## config.mk

```make
export PLATFORM = sky130hd
export DESIGN_NAME = tes_csr_regs
export DESIGN_NICKNAME = d
export VERILOG_FILES = /design/src/design/tes_pkg.sv /design/src/design/tes_csr_regs.sv
export SDC_FILE = /design/constraint.sdc
export NUM_CORES = 1
export LEC_CHECK = 0
export BUFFER_PORTS_ARGS = -buffer_cell sky130_fd_sc_hd__buf_2
export CORE_MARGIN = 1.5
export CORE_UTILIZATION = 48
export CTS_CLUSTER_DIAMETER = 200
export DETAILED_ROUTE_END_ITERATION = 16
export PLACE_DENSITY_LB_ADDON = 0.05
export SETUP_SLACK_MARGIN = 0.1
export SYNTH_ARGS = -nofsm -noshare
export SYNTH_HDL_FRONTEND = slang
export SYNTH_SLANG_ARGS = --single-unit
```

## constraint.sdc

```tcl
create_clock -name clock -period 1.25 [get_ports clock]
set_clock_uncertainty 0.15 [all_clocks]
set_input_delay 0.125 -clock clock [delete_from_list [all_inputs] [get_ports clock]]
set_output_delay 0.125 -clock clock [all_outputs]
set_load 0.05 [all_outputs]
```

## src/design/tes_pkg.sv

```systemverilog
// Shared types, constants and register codes for the twist EMA smoother.
`timescale 1ns / 1ps

package tes_pkg;

   // Velocity word width and Q1.16 weight format
   localparam int VEL_WIDTH   = 16;
   localparam int FRAC_BITS   = 16;
   localparam int ALPHA_WIDTH = FRAC_BITS + 1;
   localparam int HOLD_WIDTH  = 8;
   localparam int CSR_INDEX_WIDTH = 2;

   localparam logic [ALPHA_WIDTH-1:0] ALPHA_ONE   = ALPHA_WIDTH'(1) << FRAC_BITS;
   localparam logic [ALPHA_WIDTH-1:0] ALPHA_RESET = ALPHA_WIDTH'(26214);
   localparam logic [HOLD_WIDTH-1:0]  HOLD_RESET  = HOLD_WIDTH'(10);

   // Word modes
   localparam logic MODE_COMMAND = 1'b0;
   localparam logic MODE_TICK    = 1'b1;

   // Register indexes
   localparam logic [CSR_INDEX_WIDTH-1:0] CSR_ALPHA_LINEAR  = CSR_INDEX_WIDTH'(0);
   localparam logic [CSR_INDEX_WIDTH-1:0] CSR_ALPHA_ANGULAR = CSR_INDEX_WIDTH'(1);
   localparam logic [CSR_INDEX_WIDTH-1:0] CSR_HOLD_TICKS    = CSR_INDEX_WIDTH'(2);

   typedef logic signed [VEL_WIDTH-1:0] vel_type;

   typedef struct packed {
      logic    mode;
      vel_type vel_x;
      vel_type vel_y;
      vel_type vel_yaw;
   } req_word_type;

   typedef struct packed {
      vel_type smooth_x;
      vel_type smooth_y;
      vel_type smooth_yaw;
   } rsp_word_type;

   typedef struct packed {
      logic [ALPHA_WIDTH-1:0] alpha_linear;
      logic [ALPHA_WIDTH-1:0] alpha_angular;
      logic [HOLD_WIDTH-1:0]  hold_ticks;
   } cfg_type;

endpackage

```

## src/design/tes_csr_regs.sv

```systemverilog
// Configuration registers: smoothing weights and hold reload value.
`timescale 1ns / 1ps

module tes_csr_regs
   import tes_pkg::*;
(
   input  logic                       clock,
   input  logic                       reset,
   input  logic                       csr_valid,
   output logic                       csr_ready,
   input  logic [CSR_INDEX_WIDTH-1:0] csr_index,
   input  logic [ALPHA_WIDTH-1:0]     csr_data,
   output cfg_type                    cfg
);

   cfg_type cfg_ff;
   cfg_type cfg_in;

   assign csr_ready = 1'b1;
   assign cfg       = cfg_ff;

   always_comb begin
      cfg_in = cfg_ff;
      if (csr_valid) begin
         case (csr_index)
            CSR_ALPHA_LINEAR:  cfg_in.alpha_linear  = csr_data;
            CSR_ALPHA_ANGULAR: cfg_in.alpha_angular = csr_data;
            CSR_HOLD_TICKS:    cfg_in.hold_ticks    = csr_data[HOLD_WIDTH-1:0];
            default:           cfg_in = cfg_ff;  // unused index, ignored
         endcase
      end
   end

   always_ff @(posedge clock) begin
      if (reset) begin
         cfg_ff.alpha_linear  <= ALPHA_RESET;
         cfg_ff.alpha_angular <= ALPHA_RESET;
         cfg_ff.hold_ticks    <= HOLD_RESET;
      end else begin
         cfg_ff <= cfg_in;
      end
   end

endmodule

```

## Yosys cells after proc, flatten, opt, wreduce, memory -nomap -nowiden

Index checks and enable logic that the tools add are counted.

| operators by class | value |
|---|---|
| add/subtract/negate cells | 0 |
| $mul | 0 |
| divide/modulo/power cells | 0 |
| $lt $le $gt $ge | 0 |
| equal/unequal tests | 2 |
| shift-type cells | 0 |
| multiplexer cells | 0 |
| bitwise operators | 0 |
| reduce and logical (&&, ||, !) cells | 4 |

Operator list:

| operator | count |
|---|---|
| 2-bit AND reduction | 3 |
| 2-bit by 1-bit equality test with 1-bit output, second input constant | 1 |
| 2-bit equality test, second input constant | 1 |
| 2-bit logical NOT | 1 |

| word-level totals | value |
|---|---|
| bits in registers | 42 |
| bits in latches | 0 |
| RAM bits | 0 |
| ROM bits | 0 |
| input bits | 22 |
| output and inout port bits | 43 |
| word-level logic and storage cells | 9 |
| memories | 0 |

## Logic depth before layout (Yosys ltp)

| depth | value |
|---|---|
| depth in word-level cells | 2 |
| mapped depth | 4 |
| gate-level depth less buffers | 2 |

## Worst setup path before layout

Ideal clock, no wire load.

| path | value |
|---|---|
| path kind | register to register |
| start | register, netlist name cfg[1] |
| end | register cfg_ff, in the netlist cfg[1] |
| library setup time | 72 ps |
| arrival | 817 ps |
| data required time | 1028 ps |
| path slack | 211 ps |
| stages on the path, launching flop included | 3 |
| buffers on the path | 0 |
| period minus slack after synthesis | 1039 ps |
| cell sequence | dfxtp_1 -> nor2_1 -> mux2i_1 |

RTL lines:

| element | RTL line | text |
|---|---|---|
| to (signal assigned) | tes_csr_regs.sv:40 | `cfg_ff <= cfg_in;` |
| to (decl) | tes_csr_regs.sv:16 | `cfg_type cfg_ff;` |

## Final worst setup path

| path | value |
|---|---|
| start | register cfg_ff, in the netlist cfg[31] |
| end | output cfg[31] (netlist bit) |

RTL lines:

| element | RTL line | text |
|---|---|---|
| to (decl) | tes_csr_regs.sv:13 | `output cfg_type cfg` |

No word-level cell between the ends.

==> impl_metrics.yaml <==
setup_path:
  critical_path.slowest_cell: "dfxtp_2"
  crit_required_ns: 0.98
  crit_chain: "buf_8"
  cp-end-kind: "output pin"
  rrSetupSlack_ns: 0.35
  reg2reg_depth: 3
  crit_path_start: "cfg[31]"
  crit_cells: 1
  crit_path_end: "cfg[31]"
  worstPathArrival_ns: 0.88
  crit_buf_inv: 1
  cpLargestDelayFamily: "flip-flops"
  r2r_start: "cfg[29]"
  path_class: "flip-flop to output pin"
  worstReg2RegEnd: "cfg[29]"
  crit_fanout: 2
  start_kind: "flip-flop"
  cpPeakStageDelay_ns: 0.38
clock_tree:
  ctsRootBufferMaster: "clkbuf_4"
  cts_made_buffers: 5
  cts.sinks: 42
  htree_levels: 2
  cts_max_path_buffers: 2
  cts_tree: "done"
  clkTransAtPathRegs_ns: 0.12
  clk_latency_ns: 0.34
cells_and_area:
  area_delta_synth_final_pct: 62.46
  largest_reg_flops: 42
  fill_cells: 204
  drive_above_1_share_pct: 49.01
  nNetsFinal: 274
  antenna_cells: 0
place:
  port_buffers: 63
  place_ws_ns: -0.01630
  place_congestion: 0.6934
  dp_hpwl_um: 2495
power:
  seqPwrFrac_pct: 53.3
  switching_share_pct: 28.23
  p_total_w: 0.002692
  power.internal_w: 0.001932
  combPwrFrac_pct: 21.3
  leakage_nw: 1.257
  clockPowerShare_pct: 25.3
  worst_ir_drop_vdd_v: 0.0007734
  p_sw_w: 0.0007598
  power.density_nw_per_um2: 970.9
grt:
  grt_pass1_wl_um: 6699
  gr-total-overflow: 0
  antenna_found_initial: 0
  grt_max_degree: 45
  grt_pass1_vias: 1428
  grt_usage_pct: 21.87
route:
  drt_first_pass_iters: 4
  vias_per_cell: 4.686
  drt_iter0_drc: 62
  via_count: 1401
  drc: 0
  routed_wl_um: 4176
  wire_per_inst_um: 13.97
  antenna_left: 0
logic_synthesis:
  seq_area_frac_synth_pct: 49.27
  synthDistinctLibCells: 12
  yosysTopAreaCellShare_pct: 49.27
  syn_avg_cell_area_um2: 10.22
  synth_nets: 189
  syn-cell-area_um2: 1707
  yosys_register_bits: 42
  synth.area.top_cells: "dfxtp_1, mux2i_1, nand2b_1, nor2_1, clkbuf_1"
  synth.largest_area_cell: "dfxtp_1"
  yosys_warnings: 0
  synthCells: 167
sta:
  maxSlewViolCount: 0
  holdWs_ns: 0.03216
  finalCritPeriodShare_pct: 92.01
  fin_ws_ns: 0.09983
  fin_crit_ns: 1.150
  hold_viol_final: 0
  setup_violations: 0
  rsz0062_at_grt: "true"
  max_freq_mhz: 869.4
floorplanning:
  core_um2: 3363
  initial_utilization_pct: 50.74
  row_count: 21
  die_x_um: 62.63
  die_h_um: 62.63
  io-pin-count: 65
  die_area_um2: 3922
job:
  timing.max_cap.violations: 0
outcome:
  status: "completed"
min_path:
  hold_path_class: "primary input to flip-flop"
-- timing repair --
item                                    in CTS  in global routing
hold endpoints to repair                    42                  0
endpoints found under the setup margin      42                 42
hold buffers                                17                  0
gates resized for setup                    129                 24
buffers inserted                             1                  6
-- power groups by stage --
stage	logic, W	registers [W]	clock network (W)
floorplan	0.000152	0.00161	0
global placement	0.000427	0.00144	0
detailed placement	0.000437	0.00144	0
CTS	0.000541	0.00143	0.000709
global route	0.000605	0.00144	0.000768
finish	0.000574	0.00144	0.000682
-- cells in the mapped netlist, drive strengths merged --
cell,instances
dfxtp,42
mux2i,42
nand2b,36
nor2,27
clkbuf,7
buf,6
and3b,2
nand3b,2
conb,1
nor3b,1
or3b,1
-- cells in the final DEF (no fill, tap or decap) --
cell           instances
conb_1                 1
buf_2                 21
and3b_1                2
buf_12                 2
clkbuf_1               1
buf_6                 15
clkinv_2               1
dfxtp_2               42
mux2i_1               42
buf_4                  9
nor2_1                27
dlygate4sd3_1         17
nor3b_2                1
nand3b_1               2
clkbuf_8               1
or3b_1                 1
nand2b_1              36
buf_8                 27
clkbuf_4               5
-- layer usage --
metal	GRT usage (%)	part of all wire, %
met3	6.667	5.4
met5	0	0
met4	6.667	1.3
met2	37.50	52
met1	26.29	42
-- cell families (layout without fill, tap and decap cells) --
| logic type | after synthesis | in the layout | share of synthesized area [%] |
|---|---|---|---|
| simple gates | 69 | 69 | 22.29 |
| other cells | 1 | 1 | 0.2197 |
| buf+inv | 13 | 99 | 3.592 |
| flops | 42 | 42 | 49.27 |
| mux | 42 | 42 | 24.63 |
-- per-stage QoR --
| step | std cells | utilization, % | area [µm²] | TNS, ns |
|---|---|---|---|---|
| floorplan | 167 | - | 1707 | 0 |
| global placement | 267 | 61.64 | 2073 | 0 |
| detailed placement | 267 | 61.64 | 2073 | -0.05572 |
| CTS | 293 | 78.50 | 2640 | 0 |
| global route | 299 | 82.44 | 2773 | 0 |
| finish | 299 | 82.44 | 2773 | 0 |
-- layout make-up --
type	count	area, µm²	share of cell area (%)
clock buffer	7	55.05	1.986
clock inverter	1	5.005	0.1805
multi-input combinational	112	804.5	29.02
sequential	42	893.4	32.22
tap	46	57.56	2.076
timing repair buffer	91	957.2	34.52
-- worst min path at each step --
stage	from	to	cells past startpoint	slack [ns]
final	reset	cfg[25]	3	0.03
after global routing	reset	cfg[8]	3	0.06
after CTS	reset	cfg[25]	3	0.03
after global placement	csr_data[9]	cfg[17]	3	0.24
after floorplan	csr_data[2]	cfg[2]	2	0.13
after detailed placement	csr_data[9]	cfg[17]	3	0.26
Note: power is estimated with default switching activity, not from simulation.
